==> src/rtl/core/rgb_hls_color_converter_macros.svh <==
// Assertion helpers shared by the converter RTL.
// Each macro expects i_clk and i_rst_n in the scope where it is used.
`ifndef RGB_HLS_COLOR_CONVERTER_MACROS_SVH
`define RGB_HLS_COLOR_CONVERTER_MACROS_SVH

// Same-cycle implication, ignored while reset is asserted.
`define RHC_ASSERT_IMP(label, ante, cons, msg) \
    label: assert property (@(posedge i_clk) disable iff (!i_rst_n) (ante) |-> (cons)) \
        else $error(msg);

// Next-cycle implication, ignored while reset is asserted.
`define RHC_ASSERT_NXT(label, ante, cons, msg) \
    label: assert property (@(posedge i_clk) disable iff (!i_rst_n) (ante) |=> (cons)) \
        else $error(msg);

`endif

==> src/rtl/core/rhc_pkg.sv <==
package rhc_pkg;

    // Operation codes.
    localparam logic [1:0] OP_RGB2HLS = 2'd0;
    localparam logic [1:0] OP_HLS2RGB = 2'd1;
    localparam logic [1:0] OP_DESAT   = 2'd2;
    localparam logic [1:0] OP_NONE    = 2'd3;

    // Hue is in 1/64 degree, luminance and saturation in Q1.12.
    localparam logic [14:0] HUE_FULL   = 15'd23040;
    localparam logic [14:0] SIXTH_TURN = 15'd3840;
    localparam logic [12:0] ONE_Q12    = 13'd4096;
    localparam logic [12:0] HALF_Q12   = 13'd2048;

    // floor(2^28 / 255), used to divide the luminance sum by 255.
    localparam logic [20:0] LUM_RECIP = 21'd1052688;

    // Pipelined divider geometry: the quotient is known to fit in DIV_QUO_W bits.
    localparam int unsigned DIV_DEN_W  = 8;
    localparam int unsigned DIV_QUO_W  = 16;
    localparam int unsigned DIV_NUM_W  = DIV_DEN_W + DIV_QUO_W;
    localparam int unsigned DIV_STEPS  = 4;
    localparam int unsigned DIV_STAGES = DIV_QUO_W / DIV_STEPS;

    typedef struct packed {
        logic [1:0]  op;
        logic [7:0]  red;
        logic [7:0]  green;
        logic [7:0]  blue;
        logic [14:0] hue;
        logic [12:0] lum;
        logic [12:0] sat;
    } t_pix;

endpackage

==> src/rtl/core/rhc_div.sv <==
module rhc_div (
    input  logic                          i_clk,
    input  logic                          i_en,
    input  logic [rhc_pkg::DIV_NUM_W-1:0] i_num,
    input  logic [rhc_pkg::DIV_DEN_W-1:0] i_den,
    output logic [rhc_pkg::DIV_QUO_W-1:0] o_quo
);

    localparam int unsigned NW     = rhc_pkg::DIV_NUM_W;
    localparam int unsigned DW     = rhc_pkg::DIV_DEN_W;
    localparam int unsigned QW     = rhc_pkg::DIV_QUO_W;
    localparam int unsigned STEPS  = rhc_pkg::DIV_STEPS;
    localparam int unsigned STAGES = rhc_pkg::DIV_STAGES;

    logic [DW-1:0] r_rem [STAGES-1];
    logic [QW-1:0] r_low [STAGES-1];
    logic [DW-1:0] r_den [STAGES-1];
    logic [QW-1:0] r_quo [STAGES];

    // Restoring division, STEPS quotient bits per stage. The top DW bits of the
    // dividend are already below the divisor because the quotient fits in QW bits.
    for (genvar gs = 0; gs < STAGES; gs++) begin : g_stage
        logic [DW-1:0] w_rem_in;
        logic [QW-1:0] w_low_in;
        logic [QW-1:0] w_quo_in;
        logic [DW-1:0] w_den;
        logic [DW-1:0] n_rem;
        logic [QW-1:0] n_low;
        logic [QW-1:0] n_quo;
        logic [DW:0]   w_trial;

        if (gs == 0) begin : g_first
            assign w_rem_in = i_num[NW-1:QW];
            assign w_low_in = i_num[QW-1:0];
            assign w_quo_in = '0;
            assign w_den    = i_den;
        end else begin : g_next
            assign w_rem_in = r_rem[gs-1];
            assign w_low_in = r_low[gs-1];
            assign w_quo_in = r_quo[gs-1];
            assign w_den    = r_den[gs-1];
        end

        always_comb begin
            n_rem   = w_rem_in;
            n_low   = w_low_in;
            n_quo   = w_quo_in;
            w_trial = '0;
            for (int j = 0; j < STEPS; j++) begin
                w_trial = {n_rem, n_low[QW-1]};
                n_low   = {n_low[QW-2:0], 1'b0};
                if (w_trial >= {1'b0, w_den}) begin
                    n_rem = DW'(w_trial - {1'b0, w_den});
                    n_quo = {n_quo[QW-2:0], 1'b1};
                end else begin
                    n_rem = w_trial[DW-1:0];
                    n_quo = {n_quo[QW-2:0], 1'b0};
                end
            end
        end

        always_ff @(posedge i_clk) begin
            if (i_en) begin
                r_quo[gs] <= n_quo;
            end
        end

        if (gs < STAGES - 1) begin : g_carry
            always_ff @(posedge i_clk) begin
                if (i_en) begin
                    r_rem[gs] <= n_rem;
                    r_low[gs] <= n_low;
                    r_den[gs] <= w_den;
                end
            end
        end
    end

    assign o_quo = r_quo[STAGES-1];

endmodule

==> src/rtl/core/rhc_fwd.sv <==
module rhc_fwd (
    input  logic        i_clk,
    input  logic        i_en,
    input  logic [7:0]  i_red,
    input  logic [7:0]  i_green,
    input  logic [7:0]  i_blue,
    output logic [14:0] o_hue,
    output logic [12:0] o_lum,
    output logic [12:0] o_sat
);

    localparam logic [1:0] MAX_RED   = 2'd0;
    localparam logic [1:0] MAX_GREEN = 2'd1;
    localparam logic [1:0] MAX_BLUE  = 2'd2;
    localparam int unsigned TAIL     = rhc_pkg::DIV_STAGES;

    // Stage A: extremes and which channel holds the maximum.
    logic [7:0]        n_a_max, n_a_min;
    logic [1:0]        n_a_sel;
    logic signed [8:0] n_a_diff;
    logic              n_a_wrap;
    logic [7:0]        r_a_max, r_a_min;
    logic [1:0]        r_a_sel;
    logic signed [8:0] r_a_diff;
    logic              r_a_wrap;

    always_comb begin
        n_a_max = i_red;
        n_a_min = i_red;
        if (i_green > n_a_max) n_a_max = i_green;
        if (i_blue > n_a_max)  n_a_max = i_blue;
        if (i_green < n_a_min) n_a_min = i_green;
        if (i_blue < n_a_min)  n_a_min = i_blue;
        n_a_wrap = 1'b0;
        // Blue wins ties over green, green over red.
        priority if (i_blue == n_a_max) begin
            n_a_sel  = MAX_BLUE;
            n_a_diff = $signed({1'b0, i_red}) - $signed({1'b0, i_green});
        end else if (i_green == n_a_max) begin
            n_a_sel  = MAX_GREEN;
            n_a_diff = $signed({1'b0, i_blue}) - $signed({1'b0, i_red});
        end else begin
            n_a_sel  = MAX_RED;
            n_a_diff = $signed({1'b0, i_green}) - $signed({1'b0, i_blue});
            n_a_wrap = i_green > i_blue;
        end
    end

    always_ff @(posedge i_clk) begin
        if (i_en) begin
            r_a_max  <= n_a_max;
            r_a_min  <= n_a_min;
            r_a_sel  <= n_a_sel;
            r_a_diff <= n_a_diff;
            r_a_wrap <= n_a_wrap;
        end
    end

    // Stage B: chroma, sum, saturation divisor and hue numerator in sixths.
    logic [7:0]         w_b_d;
    logic [8:0]         w_b_sum;
    logic [8:0]         w_b_alt;
    logic [10:0]        w_b_kd;
    logic signed [11:0] w_b_v;
    logic [7:0]         r_b_d;
    logic [8:0]         r_b_sum;
    logic [7:0]         r_b_den;
    logic [10:0]        r_b_v;
    logic               r_b_wrap;

    assign w_b_d   = r_a_max - r_a_min;
    assign w_b_sum = {1'b0, r_a_max} + {1'b0, r_a_min};
    assign w_b_alt = 9'd510 - w_b_sum;

    always_comb begin
        unique case (r_a_sel)
            MAX_BLUE:  w_b_kd = {1'b0, w_b_d, 2'b00};
            MAX_GREEN: w_b_kd = {2'b00, w_b_d, 1'b0};
            default:   w_b_kd = {1'b0, w_b_d, 2'b00} + {2'b00, w_b_d, 1'b0};
        endcase
        w_b_v = $signed({1'b0, w_b_kd}) + $signed({{3{r_a_diff[8]}}, r_a_diff});
    end

    always_ff @(posedge i_clk) begin
        if (i_en) begin
            r_b_d    <= w_b_d;
            r_b_sum  <= w_b_sum;
            r_b_den  <= (w_b_sum <= 9'd255) ? w_b_sum[7:0] : w_b_alt[7:0];
            r_b_v    <= w_b_v[10:0];
            r_b_wrap <= r_a_wrap;
        end
    end

    // Stage C: scale numerators, start the luminance reciprocal product.
    logic [23:0] r_c_hnum;
    logic [23:0] r_c_snum;
    logic [7:0]  r_c_d;
    logic [7:0]  r_c_den;
    logic [29:0] r_c_lp;
    logic [8:0]  r_c_sum;
    logic        r_c_dz;
    logic        r_c_wrap;

    always_ff @(posedge i_clk) begin
        if (i_en) begin
            r_c_hnum <= {1'b0, r_b_v, 12'd0} - {5'd0, r_b_v, 8'd0};
            r_c_snum <= {4'd0, r_b_d, 12'd0};
            r_c_d    <= r_b_d;
            r_c_den  <= r_b_den;
            r_c_lp   <= 30'(r_b_sum) * 30'(rhc_pkg::LUM_RECIP);
            r_c_sum  <= r_b_sum;
            r_c_dz   <= (r_b_d == 8'd0);
            r_c_wrap <= r_b_wrap;
        end
    end

    logic [15:0] w_hue_quo;
    logic [15:0] w_sat_quo;

    rhc_div u_div_hue (
        .i_clk (i_clk),
        .i_en  (i_en),
        .i_num (r_c_hnum),
        .i_den (r_c_d),
        .o_quo (w_hue_quo)
    );

    rhc_div u_div_sat (
        .i_clk (i_clk),
        .i_en  (i_en),
        .i_num (r_c_snum),
        .i_den (r_c_den),
        .o_quo (w_sat_quo)
    );

    // Luminance: the reciprocal estimate is at most one low, fixed by one compare.
    logic [19:0] w_d1_x;
    logic [12:0] w_d1_q0;
    logic [20:0] w_d1_q255;
    logic [20:0] w_d1_rem;
    logic [12:0] r_d1_q0;
    logic [9:0]  r_d1_rem;
    logic [12:0] r_lum [TAIL-1];
    logic        r_dz [TAIL];
    logic        r_wrap [TAIL];

    assign w_d1_x    = {r_c_sum, 11'd0};
    assign w_d1_q0   = r_c_lp[29:17];
    assign w_d1_q255 = {w_d1_q0, 8'd0} - {8'd0, w_d1_q0};
    assign w_d1_rem  = {1'b0, w_d1_x} - w_d1_q255;

    always_ff @(posedge i_clk) begin
        if (i_en) begin
            r_d1_q0   <= w_d1_q0;
            r_d1_rem  <= w_d1_rem[9:0];
            r_lum[0]  <= (r_d1_rem >= 10'd255) ? r_d1_q0 + 13'd1 : r_d1_q0;
            r_dz[0]   <= r_c_dz;
            r_wrap[0] <= r_c_wrap;
            for (int k = 1; k < TAIL - 1; k++) begin
                r_lum[k] <= r_lum[k-1];
            end
            for (int k = 1; k < TAIL; k++) begin
                r_dz[k]   <= r_dz[k-1];
                r_wrap[k] <= r_wrap[k-1];
            end
        end
    end

    logic [15:0] w_hue_adj;

    // A red maximum with green above blue lands one full turn high.
    assign w_hue_adj = w_hue_quo - {1'b0, rhc_pkg::HUE_FULL};
    assign o_hue = r_dz[TAIL-1]   ? '0 :
                   r_wrap[TAIL-1] ? w_hue_adj[14:0] : w_hue_quo[14:0];
    assign o_sat = r_dz[TAIL-1] ? '0 : w_sat_quo[12:0];
    assign o_lum = r_lum[TAIL-2];

endmodule

==> src/rtl/core/rhc_inv.sv <==
module rhc_inv (
    input  logic        i_clk,
    input  logic        i_en,
    input  logic [14:0] i_hue,
    input  logic [12:0] i_lum,
    input  logic [12:0] i_sat,
    output logic [7:0]  o_red,
    output logic [7:0]  o_green,
    output logic [7:0]  o_blue
);

    localparam logic [14:0] TWO_SIXTH   = rhc_pkg::SIXTH_TURN * 15'd2;
    localparam logic [14:0] THREE_SIXTH = rhc_pkg::SIXTH_TURN * 15'd3;
    localparam logic [14:0] FOUR_SIXTH  = rhc_pkg::SIXTH_TURN * 15'd4;
    localparam int unsigned CH          = 3;

    // Position on the ramp between the low and high level, in 1/64 degree.
    function automatic logic [11:0] ramp_pos(input logic [14:0] x);
        logic [14:0] w_fall;
        w_fall = FOUR_SIXTH - x;
        priority if (x < rhc_pkg::SIXTH_TURN) ramp_pos = x[11:0];
        else if (x < THREE_SIXTH)             ramp_pos = rhc_pkg::SIXTH_TURN[11:0];
        else if (x < FOUR_SIXTH)              ramp_pos = w_fall[11:0];
        else                                  ramp_pos = 12'd0;
    endfunction

    // P1: l*s product and the three channel hues.
    logic [15:0] w_rh_sum;
    logic [15:0] w_rh_wrap;
    logic [25:0] w_ls;
    logic [24:0] r_p1_ls;
    logic [12:0] r_p1_lum;
    logic [12:0] r_p1_sat;
    logic        r_p1_low;
    logic [14:0] r_p1_h [CH];

    assign w_rh_sum  = {1'b0, i_hue} + {1'b0, TWO_SIXTH};
    assign w_rh_wrap = w_rh_sum - {1'b0, rhc_pkg::HUE_FULL};
    assign w_ls      = 26'(i_lum) * 26'(i_sat);

    always_ff @(posedge i_clk) begin
        if (i_en) begin
            r_p1_ls   <= w_ls[24:0];
            r_p1_lum  <= i_lum;
            r_p1_sat  <= i_sat;
            r_p1_low  <= (i_lum <= rhc_pkg::HALF_Q12);
            r_p1_h[0] <= (w_rh_sum > {1'b0, rhc_pkg::HUE_FULL}) ? w_rh_wrap[14:0]
                                                               : w_rh_sum[14:0];
            r_p1_h[1] <= i_hue;
            r_p1_h[2] <= (i_hue < TWO_SIXTH) ? i_hue + FOUR_SIXTH : i_hue - TWO_SIXTH;
        end
    end

    // P2: low level m1 and swing m2 - m1, both Q24.
    logic [25:0] w_l24;
    logic [25:0] w_s24;
    logic [25:0] w_m1;
    logic [25:0] w_diff;
    logic [24:0] r_p2_m1;
    logic [24:0] r_p2_diff;
    logic [11:0] r_p2_t [CH];

    assign w_l24 = {1'b0, r_p1_lum, 12'd0};
    assign w_s24 = {1'b0, r_p1_sat, 12'd0};

    always_comb begin
        if (r_p1_low) begin
            w_m1   = w_l24 - {1'b0, r_p1_ls};
            w_diff = {r_p1_ls, 1'b0};
        end else begin
            w_m1   = w_l24 + {1'b0, r_p1_ls} - w_s24;
            w_diff = {w_s24[24:0] - r_p1_ls, 1'b0};
        end
    end

    always_ff @(posedge i_clk) begin
        if (i_en) begin
            r_p2_m1   <= w_m1[24:0];
            r_p2_diff <= w_diff[24:0];
            for (int c = 0; c < CH; c++) begin
                r_p2_t[c] <= ramp_pos(r_p1_h[c]);
            end
        end
    end

    // P3 to P5: num = m1*3840 + swing*pos, then channel = num*255/(3840*2^24),
    // which reduces to num*17 >> 32.
    logic [36:0] r_p3_m1c;
    logic [36:0] r_p3_prod [CH];
    logic [36:0] r_p4_num [CH];
    logic [40:0] w_p5_scaled [CH];
    logic [7:0]  r_p5_rgb [CH];
    logic [7:0]  r_p6_rgb [CH];
    logic [7:0]  r_p7_rgb [CH];

    always_comb begin
        for (int c = 0; c < CH; c++) begin
            w_p5_scaled[c] = {4'd0, r_p4_num[c]} + {r_p4_num[c], 4'd0};
        end
    end

    always_ff @(posedge i_clk) begin
        if (i_en) begin
            r_p3_m1c <= {r_p2_m1, 12'd0} - {4'd0, r_p2_m1, 8'd0};
            for (int c = 0; c < CH; c++) begin
                r_p3_prod[c] <= 37'(r_p2_diff) * 37'(r_p2_t[c]);
                r_p4_num[c]  <= r_p3_m1c + r_p3_prod[c];
                r_p5_rgb[c]  <= w_p5_scaled[c][39:32];
                r_p6_rgb[c]  <= r_p5_rgb[c];
                r_p7_rgb[c]  <= r_p6_rgb[c];
            end
        end
    end

    assign o_red   = r_p7_rgb[0];
    assign o_green = r_p7_rgb[1];
    assign o_blue  = r_p7_rgb[2];

endmodule

==> src/rtl/core/rgb_hls_color_converter.sv <==
// Channel  Handshake          Beat contents
// -------  -----------------  ------------------------------------------------
// input    i_valid / o_ready  i_op, i_red_in, i_green_in, i_blue_in,
//                             i_hue_in, i_lum_in, i_sat_in
// output   o_valid / i_ready  o_red_out, o_green_out, o_blue_out,
//                             o_hue_out, o_lum_out, o_sat_out
//
// One beat is accepted every cycle unless the output stalls; its result is offered
// at the end of 9 register stages.
// The depth is set by the two 16-bit quotient dividers (4 quotient bits a stage).
// Reset clears only the stage valid bits; no clearing pass is needed.
// A stall on the output freezes every stage at once; o_ready follows
// (!o_valid || i_ready), so no beat is dropped or repeated.
`include "rgb_hls_color_converter_macros.svh"

module rgb_hls_color_converter (
    input  logic        i_clk,
    input  logic        i_rst_n,
    input  logic        i_valid,
    output logic        o_ready,
    input  logic [1:0]  i_op,
    input  logic [7:0]  i_red_in,
    input  logic [7:0]  i_green_in,
    input  logic [7:0]  i_blue_in,
    input  logic [14:0] i_hue_in,
    input  logic [12:0] i_lum_in,
    input  logic [12:0] i_sat_in,
    output logic        o_valid,
    input  logic        i_ready,
    output logic [7:0]  o_red_out,
    output logic [7:0]  o_green_out,
    output logic [7:0]  o_blue_out,
    output logic [14:0] o_hue_out,
    output logic [12:0] o_lum_out,
    output logic [12:0] o_sat_out
);

    localparam int unsigned DEPTH      = 9;
    localparam int unsigned ECHO_DEPTH = 7;

    logic [DEPTH-1:0] r_vld;
    logic             w_adv;
    logic [12:0]      w_gray_sum;
    logic [7:0]       w_gray;
    rhc_pkg::t_pix    n_pix;
    rhc_pkg::t_pix    r_pix;
    rhc_pkg::t_pix    r_echo [ECHO_DEPTH];
    rhc_pkg::t_pix    w_echo;
    rhc_pkg::t_pix    n_out;
    rhc_pkg::t_pix    r_out;
    logic [14:0]      w_fwd_hue;
    logic [12:0]      w_fwd_lum;
    logic [12:0]      w_fwd_sat;
    logic [7:0]       w_inv_red;
    logic [7:0]       w_inv_green;
    logic [7:0]       w_inv_blue;

    assign w_adv   = !r_vld[DEPTH-1] || i_ready;
    assign o_ready = w_adv;
    assign o_valid = r_vld[DEPTH-1];

    // Weighted gray (11r + 16g + 5b) / 32.
    assign w_gray_sum = ({5'd0, i_red_in} * 13'd11) + {1'b0, i_green_in, 4'd0}
                      + ({5'd0, i_blue_in} * 13'd5);
    assign w_gray     = w_gray_sum[12:5];

    always_comb begin
        n_pix.op = i_op;
        if (i_op == rhc_pkg::OP_DESAT) begin
            n_pix.red   = w_gray;
            n_pix.green = w_gray;
            n_pix.blue  = w_gray;
        end else begin
            n_pix.red   = i_red_in;
            n_pix.green = i_green_in;
            n_pix.blue  = i_blue_in;
        end
        n_pix.hue = (i_hue_in > rhc_pkg::HUE_FULL) ? i_hue_in - rhc_pkg::HUE_FULL : i_hue_in;
        n_pix.lum = (i_lum_in > rhc_pkg::ONE_Q12) ? rhc_pkg::ONE_Q12 : i_lum_in;
        n_pix.sat = (i_sat_in > rhc_pkg::ONE_Q12) ? rhc_pkg::ONE_Q12 : i_sat_in;
    end

    always_ff @(posedge i_clk) begin
        if (!i_rst_n) begin
            r_vld <= '0;
        end else if (w_adv) begin
            r_vld <= {r_vld[DEPTH-2:0], i_valid};
        end
    end

    always_ff @(posedge i_clk) begin
        if (w_adv) begin
            r_pix     <= n_pix;
            r_echo[0] <= r_pix;
            for (int k = 1; k < ECHO_DEPTH; k++) begin
                r_echo[k] <= r_echo[k-1];
            end
            r_out <= n_out;
        end
    end

    rhc_fwd u_fwd (
        .i_clk   (i_clk),
        .i_en    (w_adv),
        .i_red   (r_pix.red),
        .i_green (r_pix.green),
        .i_blue  (r_pix.blue),
        .o_hue   (w_fwd_hue),
        .o_lum   (w_fwd_lum),
        .o_sat   (w_fwd_sat)
    );

    rhc_inv u_inv (
        .i_clk   (i_clk),
        .i_en    (w_adv),
        .i_hue   (r_pix.hue),
        .i_lum   (r_pix.lum),
        .i_sat   (r_pix.sat),
        .o_red   (w_inv_red),
        .o_green (w_inv_green),
        .o_blue  (w_inv_blue)
    );

    assign w_echo = r_echo[ECHO_DEPTH-1];

    always_comb begin
        n_out = w_echo;
        unique case (w_echo.op)
            rhc_pkg::OP_RGB2HLS, rhc_pkg::OP_DESAT: begin
                n_out.hue = w_fwd_hue;
                n_out.lum = w_fwd_lum;
                n_out.sat = w_fwd_sat;
            end
            rhc_pkg::OP_HLS2RGB: begin
                n_out.red   = w_inv_red;
                n_out.green = w_inv_green;
                n_out.blue  = w_inv_blue;
            end
            rhc_pkg::OP_NONE: begin
                n_out    = '0;
                n_out.op = w_echo.op;
            end
        endcase
    end

    assign o_red_out   = r_out.red;
    assign o_green_out = r_out.green;
    assign o_blue_out  = r_out.blue;
    assign o_hue_out   = r_out.hue;
    assign o_lum_out   = r_out.lum;
    assign o_sat_out   = r_out.sat;

    `RHC_ASSERT_IMP(a_ready_when_free, 1'b1, o_ready == (!o_valid || i_ready), "ready does not follow the output stage")
    `RHC_ASSERT_NXT(a_stall_keeps_beat, r_vld[DEPTH-2] && !w_adv, r_vld[DEPTH-2], "a stalled beat left the pipeline")
    `RHC_ASSERT_IMP(a_gray_no_chroma, o_valid && (r_out.op != rhc_pkg::OP_HLS2RGB) && (o_red_out == o_green_out) && (o_green_out == o_blue_out), (o_hue_out == 15'd0) && (o_sat_out == 13'd0), "gray pixel with nonzero hue or saturation")
    `RHC_ASSERT_IMP(a_result_range, o_valid, (o_hue_out <= rhc_pkg::HUE_FULL) && (o_lum_out <= rhc_pkg::ONE_Q12) && (o_sat_out <= rhc_pkg::ONE_Q12), "result out of range")

endmodule
==> config.mk <==
export PLATFORM = sky130hd
export DESIGN_NAME = rgb_hls_color_converter
export DESIGN_NICKNAME = d
export VERILOG_FILES = /design/src/rtl/core/rhc_pkg.sv /design/src/rtl/core/rhc_div.sv /design/src/rtl/core/rhc_fwd.sv /design/src/rtl/core/rhc_inv.sv /design/src/rtl/core/rgb_hls_color_converter.sv
export VERILOG_INCLUDE_DIRS = /design/src /design/src/rtl/core
export SDC_FILE = /design/constraint.sdc
export NUM_CORES = 2
export LEC_CHECK = 0
export ABC_CLOCK_PERIOD_IN_PS = 51400
export BUFFER_PORTS_ARGS = -buffer_cell sky130_fd_sc_hd__buf_2
export CAP_MARGIN = 20
export CORE_ASPECT_RATIO = 0.8
export CORE_UTILIZATION = 65
export DETAILED_ROUTE_END_ITERATION = 16
export PLACE_DENSITY = 0.82
export SETUP_SLACK_MARGIN = 0.1
export SYNTH_ARGS = -nofsm -noshare
export SYNTH_HDL_FRONTEND = slang
export SYNTH_SLANG_ARGS = --single-unit
==> constraint.sdc <==
create_clock -name i_clk -period 51.4 [get_ports i_clk]
set_clock_uncertainty 0.1 [all_clocks]
set_input_delay 10.28 -clock i_clk [delete_from_list [all_inputs] [get_ports i_clk]]
set_output_delay 10.28 -clock i_clk [all_outputs]
set_load 0.005 [all_outputs]
# Yosys cells after proc, flatten, opt, wreduce, memory -nomap -nowiden

Memory sizes are Yosys's and may differ from the RTL's.
Cells that the tools add are included.

Register bits after elaboration: 436
Output and inout bits: 67
Word-level logic and storage cells: 294
Bits in writable memories: 1,187
Memories: 19
Input port bits: 71

Memory list:

| name                  | words | bits a word | read ports | clocked after Yosys merged registers in | wr ports | RTL line                      | source |
|---|---|---|---|---|---|---|---|
| r_echo                | 7     | 67          | 7          | 0                                       | 7        | rgb_hls_color_converter.sv:47 | `rhc_pkg::t_pix r_echo [ECHO_DEPTH];` |
| u_inv.r_p3_prod       | 3     | 37          | 3          | 0                                       | 3        | rhc_inv.sv:89                 | `logic [36:0] r_p3_prod [CH];` |
| u_inv.r_p4_num        | 3     | 37          | 3          | 0                                       | 3        | rhc_inv.sv:90                 | `logic [36:0] r_p4_num [CH];` |
| u_fwd.u_div_hue.r_quo | 4     | 16          | 4          | 0                                       | 4        | rhc_div.sv:18                 | `logic [QW-1:0] r_quo [STAGES];` |
| u_fwd.u_div_sat.r_quo | 4     | 16          | 4          | 0                                       | 4        | rhc_div.sv:18                 |  |
| u_inv.r_p1_h          | 3     | 15          | 3          | 0                                       | 3        | rhc_inv.sv:35                 | `logic [14:0] r_p1_h [CH];` |
| 13 more memories      | -     | -           | -          | -                                       | -        | -                             |  |

Add/subtract/negate cells: 64
Reduce and logical (&&, ||, !) cells: 6
Multiply operators: 7
$lt $le $gt $ge: 54
Equality and inequality tests: 8
Muxes and demuxes: 97

Operators by type and width:

| cell                                                   | number |
|---|---|
| 2-to-1 mux 8 bit                                       | 35 |
| >= comparator 9 x 8 -> 1 bit                           | 31 |
| subtractor 8 bit                                       | 30 |
| 2-to-1 mux 12 bit                                      | 12 |
| adder 37 x 40 -> 40 bit                                | 3 |
| adder 37 bit                                           | 3 |
| multiplier 25 x 12 -> 37 bit                           | 3 |
| < comparator 15 x 14 -> 1 bit (second input constant)  | 6 |
| case mux 41 bit (2 select lines)                       | 1 |
| 2-to-1 mux 15 bit                                      | 5 |
| 2-to-1 mux 25 bit                                      | 2 |
| subtractor 25 bit                                      | 2 |
| case mux 24 bit (2 select lines)                       | 1 |
| < comparator 15 x 12 -> 1 bit (second input constant)  | 3 |
| subtractor 15 bit (second input constant)              | 3 |
| subtractor 37 x 33 -> 37 bit                           | 1 |
| subtractor 12 bit (first input constant)               | 3 |
| 2-to-1 mux 1 bit                                       | 35 |
| subtractor 8 x 8 -> 9 bit                              | 3 |
| greater-than comparator 13 bit (second input constant) | 2 |
| multiplier 9 x 17 -> 26 bit (second input constant)    | 1 |
| 2-to-1 mux 13 bit                                      | 2 |
| adder 25 bit                                           | 1 |
| multiplier 13 x 13 -> 25 bit                           | 1 |
| other kinds (37)                                       | 47 |

# Logic depth before layout (Yosys ltp)

An unclocked memory read counts as a cell.

Depth in word-level cells: 9
Mapped depth: 43
Gate-level depth less buffers: 42

# Hierarchy

From an unflattened synthesis, not the netlist that was laid out.

Cells, all modules: 10,262
Area total of the unflattened synthesis: 111,214.2 um^2

By module, submodules not included:

| module                     | seq. area each (um^2) | times used | area each (um^2) | cells each |
|---|---|---|---|---|
| rhc_inv                    | 14,413.8              | 1          | 59,761.1         | 6,250 |
| rgb_hls_color_converter    | 18,227.5              | 1          | 21,306.7         | 1,115 |
| rhc_fwd                    | 5,104.9               | 1          | 10,341.2         | 899 |
| rhc_div at u_fwd.u_div_hue | 3,363.2               | 1          | 9,955.8          | 1,006 |
| rhc_div at u_fwd.u_div_sat | 3,363.2               | 1          | 9,849.4          | 992 |

# Worst setup path after synthesis

OpenSTA, ideal clock, no wires.

Path type: in2reg
Start: input i_ready
End: register r_out, in the netlist o_blue_out[0] (enable)
Arrival time: 35.550 ns
Setup slack: 5.270 ns
Buffers on the path: 1
Required time: 40.820 ns
Stages on the path: 3
Library setup time: 10.480 ns
Path through: nor2b_1 clkbuf_1 clkinv_1

Word-level cells in the longest chain between the ends: 1

RTL lines:

| what                 | RTL line                      | source |
|---|---|---|
| start, declared      | rgb_hls_color_converter.sv:29 | `input logic i_ready,` |
| logical OR 1 bit     | rgb_hls_color_converter.sv:58 | `assign w_adv = !r_vld[DEPTH-1] \|\| i_ready;` |
| net o_ready          | rgb_hls_color_converter.sv:20 | `output logic o_ready,` |
| end signal, assigned | rgb_hls_color_converter.sv:98 | `r_out <= n_out;` |
| end, declared        | rgb_hls_color_converter.sv:50 | `rhc_pkg::t_pix r_out;` |

The timed path passes the listed nets, and every way through them passes these cells.
A chain may end at the register's enable or synchronous reset.

# Final worst setup path

Start: input i_ready
End: output o_ready

Word-level cells in the longest chain between the ends: 1

RTL lines:

| what             | RTL line |
|---|---|
| logical OR 1 bit | rgb_hls_color_converter.sv:58 |
| end, declared    | rgb_hls_color_converter.sv:20 |

Every way passes these cells.

==> results by group <==
Place
  • Port Buffers: around 140
  • Gpl congestion: about 0.94
  • Hpwl dp: 185.1 mm

STA
  • Final period util: 42.93%
  • Final Hold Violating Endpoints: 0
  • Clock period minus worst slack: 22.07 ns
  • Setup TNS: 0 ns
  • Slew Viols, Final: 0
  • Final setup viols: 0
  • Fmax: between 40 and 50 MHz
  • Max-slew headroom: 18.62%
  • RSZ-0062 raised after global routing: no
  • Worst slew pin tran: between 1 and 1.5 ns

CTS
  • Clock sinks: 1382
  • CTS tree: built
  • Hold_buf cts: 0
  • Clock Path Buffers: 3
  • Worst skew pair latency: roughly 0.81 ns
  • CTS buffer count: 139
  • Postcts setup bufs: 0
  • PostCTS Resize Cnt: 0
  • Clk pin slew, worst setup/hold paths: 0.06 ns
  • H-tree level count: 4
  • CTS root buffer: clkbuf_16

Cells and area
  • Antenna cells: 0
  • P&R area growth vs syn: 7.273%
  • Final Net Count: approximately 11000
  • Share of layout cells above drive strength 1: around 6.5%
  • Fin util: 70.30%
  • Commonest non-fill, non-tap cell in the layout: edfxtp_1
  • Filler cell count: 11077
  • Most frequent cells in the layout: edfxtp_1 (1373), inv_1 (1224), nand2_1 (1116)

Synthesis
  • Part of the Yosys area used for sequential elements: 39.58%
  • Synthesized area: 0.1046 mm2
  • EDFF count, synth: 1373
  • Ys flop type: edfxtp_1
  • Top cell type's share of synthesized area: between 30% and 40%
  • Warnings from Yosys: 0
  • Ys async rst share: 0%
  • Largest cells by area after synthesis: edfxtp_1 (39%), fa_1 (16%), ha_1 (11%), inv_1 (4.4%), nand2_1 (4.0%)
  • Post-synthesis instance total: around 9500
  • Syn avg cell area: 11.02 um2
  • Synth Register Bits: 1382
  • Top cell type by total area after synthesis: edfxtp_1
  • Cell variety after synth: 106

Critical path
  • CP Class: input port to primary output
  • Critical Path AT: 11.69 ns
  • Delay-heaviest family, CP: simple AND/OR/NAND/NOR gates
  • Slowest cell on the critical path: nor2b_1
  • R2R depth: 40
  • Crit path top cell by count: buf_2
  • Critical path fanouts, max: 29
  • Number of cells on the critical path: 4
  • Critical-path cell list: buf_2, nor2b_1, inv_8, buf_2
  • R2r startpoint: u_fwd.u_div_hue.r_den[0][1]$_DFFE_PP_
  • CP required: just over 40 ns
  • Crit path launch: i_ready
  • Worst setup EP type: primary output
  • Worst setup path endpoint: o_ready
  • Startpoint Class: input port
  • Worst R2R Setup Slack: ~41 ns
  • Worst Path Buf+Inv: 3
  • Reg-to-reg endpoint: u_fwd.u_div_hue.r_rem[0][10]$_DFFE_PP_
  • Crit-path max cell delay: between 0.7 and 0.8 ns

Floorplanning
  • Num rows: 131
  • Die area: 0.1626 mm2
  • Starting Density: 65.54%
  • Die Ht: around 360 um
  • Core Region: 0.1596 mm2
  • Die X: 450.6 um
  • # IOs: approximately 140

Status
  • Outcome: finished with violations
  • Failing checks: design-rule violations

Global routing
  • First-pass GRT wire length: 398.7 mm
  • GR Util All Layers: 31.45%
  • Vias in the first global route: 72242
  • Initial antenna violation count: 8
  • Largest net degree at the start of global routing: 204
  • Gr ovfl total: 0

Drt
  • Routed length on met1: 106.4 mm
  • WL final: 252.6 mm
  • Initial DRC Count: 6665
  • Met3 wire length: between 20 and 25 mm
  • Drt first pass iters: 12
  • DRT antenna net count: 0
  • Routed WL per cell: 21.39 um
  • Met2 WL: 111.4 mm
  • DR vias: 71470
  • DR top layer: met5
  • Drt drc: 14
  • Vias/cell: ~6

Run
  • # Max-Cap Violations: 0

Min path
  • HP Class: flop to flop
  • Worst hold path cell count: 0
-- layer usage --
metal / track usage [%] / up-vias
met4: 11.96 / 4
li1: - / 32622
met1: 44.91 / 35017
met2: 47.76 / 3296
met3: 6.262 / 531
met5: 0 / -
-- synthesized netlist by cell type (all sizes together) (50+ instances only) --
master  number
edfxtp    1373
inv       1227
nand2     1117
ha         913
fa         844
a21oi      420
o21ai      394
nor2       393
xnor2      385
and2       359
clkbuf     251
a21o       205
xor2       156
nor2b      145
mux2       131
nor3       113
o21a        95
nand3       77
nand2b      67
a21boi      59
nand4       56
o21bai      53
mux2i       50
-- through the flow --
| step | hold slack [ns] | std cells | instance area [um2] | setup WS (ns) |
|---|---|---|---|---|
| 2_1_floorplan | 0.3003 | 9499 | 104600 | 5.270 |
| 3_3_place_gp | 0.3002 | 11552 | 107400 | 29.37 |
| 3_5_place_dp | 0.3045 | 11552 | 107400 | 29.34 |
| 4_1_cts | 0.3023 | 11806 | 112200 | 29.33 |
| 5_1_grt | 0.3068 | 11811 | 112200 | 29.25 |
| 6_report | 0.3043 | 11811 | 112200 | 29.33 |
-- area by class of cell --
type                            instances  area, um2  share of cell area (%)
Inverter                             1230       4624                   4.120
Timing Repair Buffer                  208       1276                   1.137
Clock inverter                         94       1110                  0.9888
Multi-Input combinational cell       6609      57530                   51.26
Clock buffer                          160       3621                   3.226
Sequential cell                      1382      41410                   36.90
Tap cell                             2128       2663                   2.372
-- cell families (layout without fill, tap and decap cells) --
logic type                 count (synthesis)  after routing  share of synthesized area, %
DFF                                     1382           1382                         39.58
adders and majority gates               1757           1757                         27.07
other                                      1              2                      0.003584
and+or+nand+nor                         2518           2518                         11.39
muxes                                    181            181                         1.965
AOI/OAI and AO/OA                       1610           1610                         10.02
buffers and inverters                   1508           1692                         5.446
xor gates and xnor gates                 541            541                         4.529
-- worst min path at each step --
| stage | endpoint | start | slack, ns |
|---|---|---|---|
| 6_report | u_inv.r_p6_rgb[0][8]$_DFFE_PP_ | u_inv.r_p5_rgb[0][8]$_DFFE_PP_ | 0.30 |
| 2_1_floorplan | r_echo[0][65]$_DFFE_PP_ | r_pix[65]$_DFFE_PP_ | 0.30 |
| 3_5_place_dp | r_echo[1][47]$_DFFE_PP_ | r_echo[0][47]$_DFFE_PP_ | 0.30 |
| 3_3_place_gp | r_echo[6][65]$_DFFE_PP_ | r_echo[5][65]$_DFFE_PP_ | 0.30 |
| 4_1_cts | u_fwd.u_div_hue.r_quo[2][9]$_DFFE_PP_ | u_fwd.u_div_hue.r_quo[1][5]$_DFFE_PP_ | 0.30 |
| 5_1_grt | u_fwd.u_div_hue.r_quo[2][9]$_DFFE_PP_ | u_fwd.u_div_hue.r_quo[1][5]$_DFFE_PP_ | 0.31 |
-- worst register-to-register path: cells and delay by family, from the launching register on --
kind,cells,cell delay [ns]
buffers and inverters,2,0.57
adders and majority gates,4,1.24
and+or+nand+nor,11,2.79
muxes,1,0.46
AOI/OAI and AO/OA,22,4.68
DFF,1,0.52
-- state kept, by name, summed over array words and instances (netlist names), 13 cells and up --
register,cells
o_hue_out,15
o_lum_out,13
o_sat_out,13
r_echo,445
r_pix,67
u_fwd.r_c_hnum,16
u_fwd.r_lum,39
u_fwd.u_div_hue.r_den,21
u_fwd.u_div_hue.r_quo,36
u_fwd.u_div_hue.r_rem,24
u_fwd.u_div_sat.r_den,24
u_fwd.u_div_sat.r_quo,28
u_fwd.u_div_sat.r_rem,24
u_inv.r_p1_ls,25
u_inv.r_p2_diff,23
u_inv.r_p2_m1,25
u_inv.r_p2_t,36
u_inv.r_p3_m1c,29
u_inv.r_p3_prod,108
u_inv.r_p4_num,108
u_inv.r_p5_rgb,24
u_inv.r_p6_rgb,24
u_inv.r_p7_rgb,24
Power is left out: the tool's default activity adds up to more than one toggle a clock period on the data nets, which glitch-free logic cannot reach.
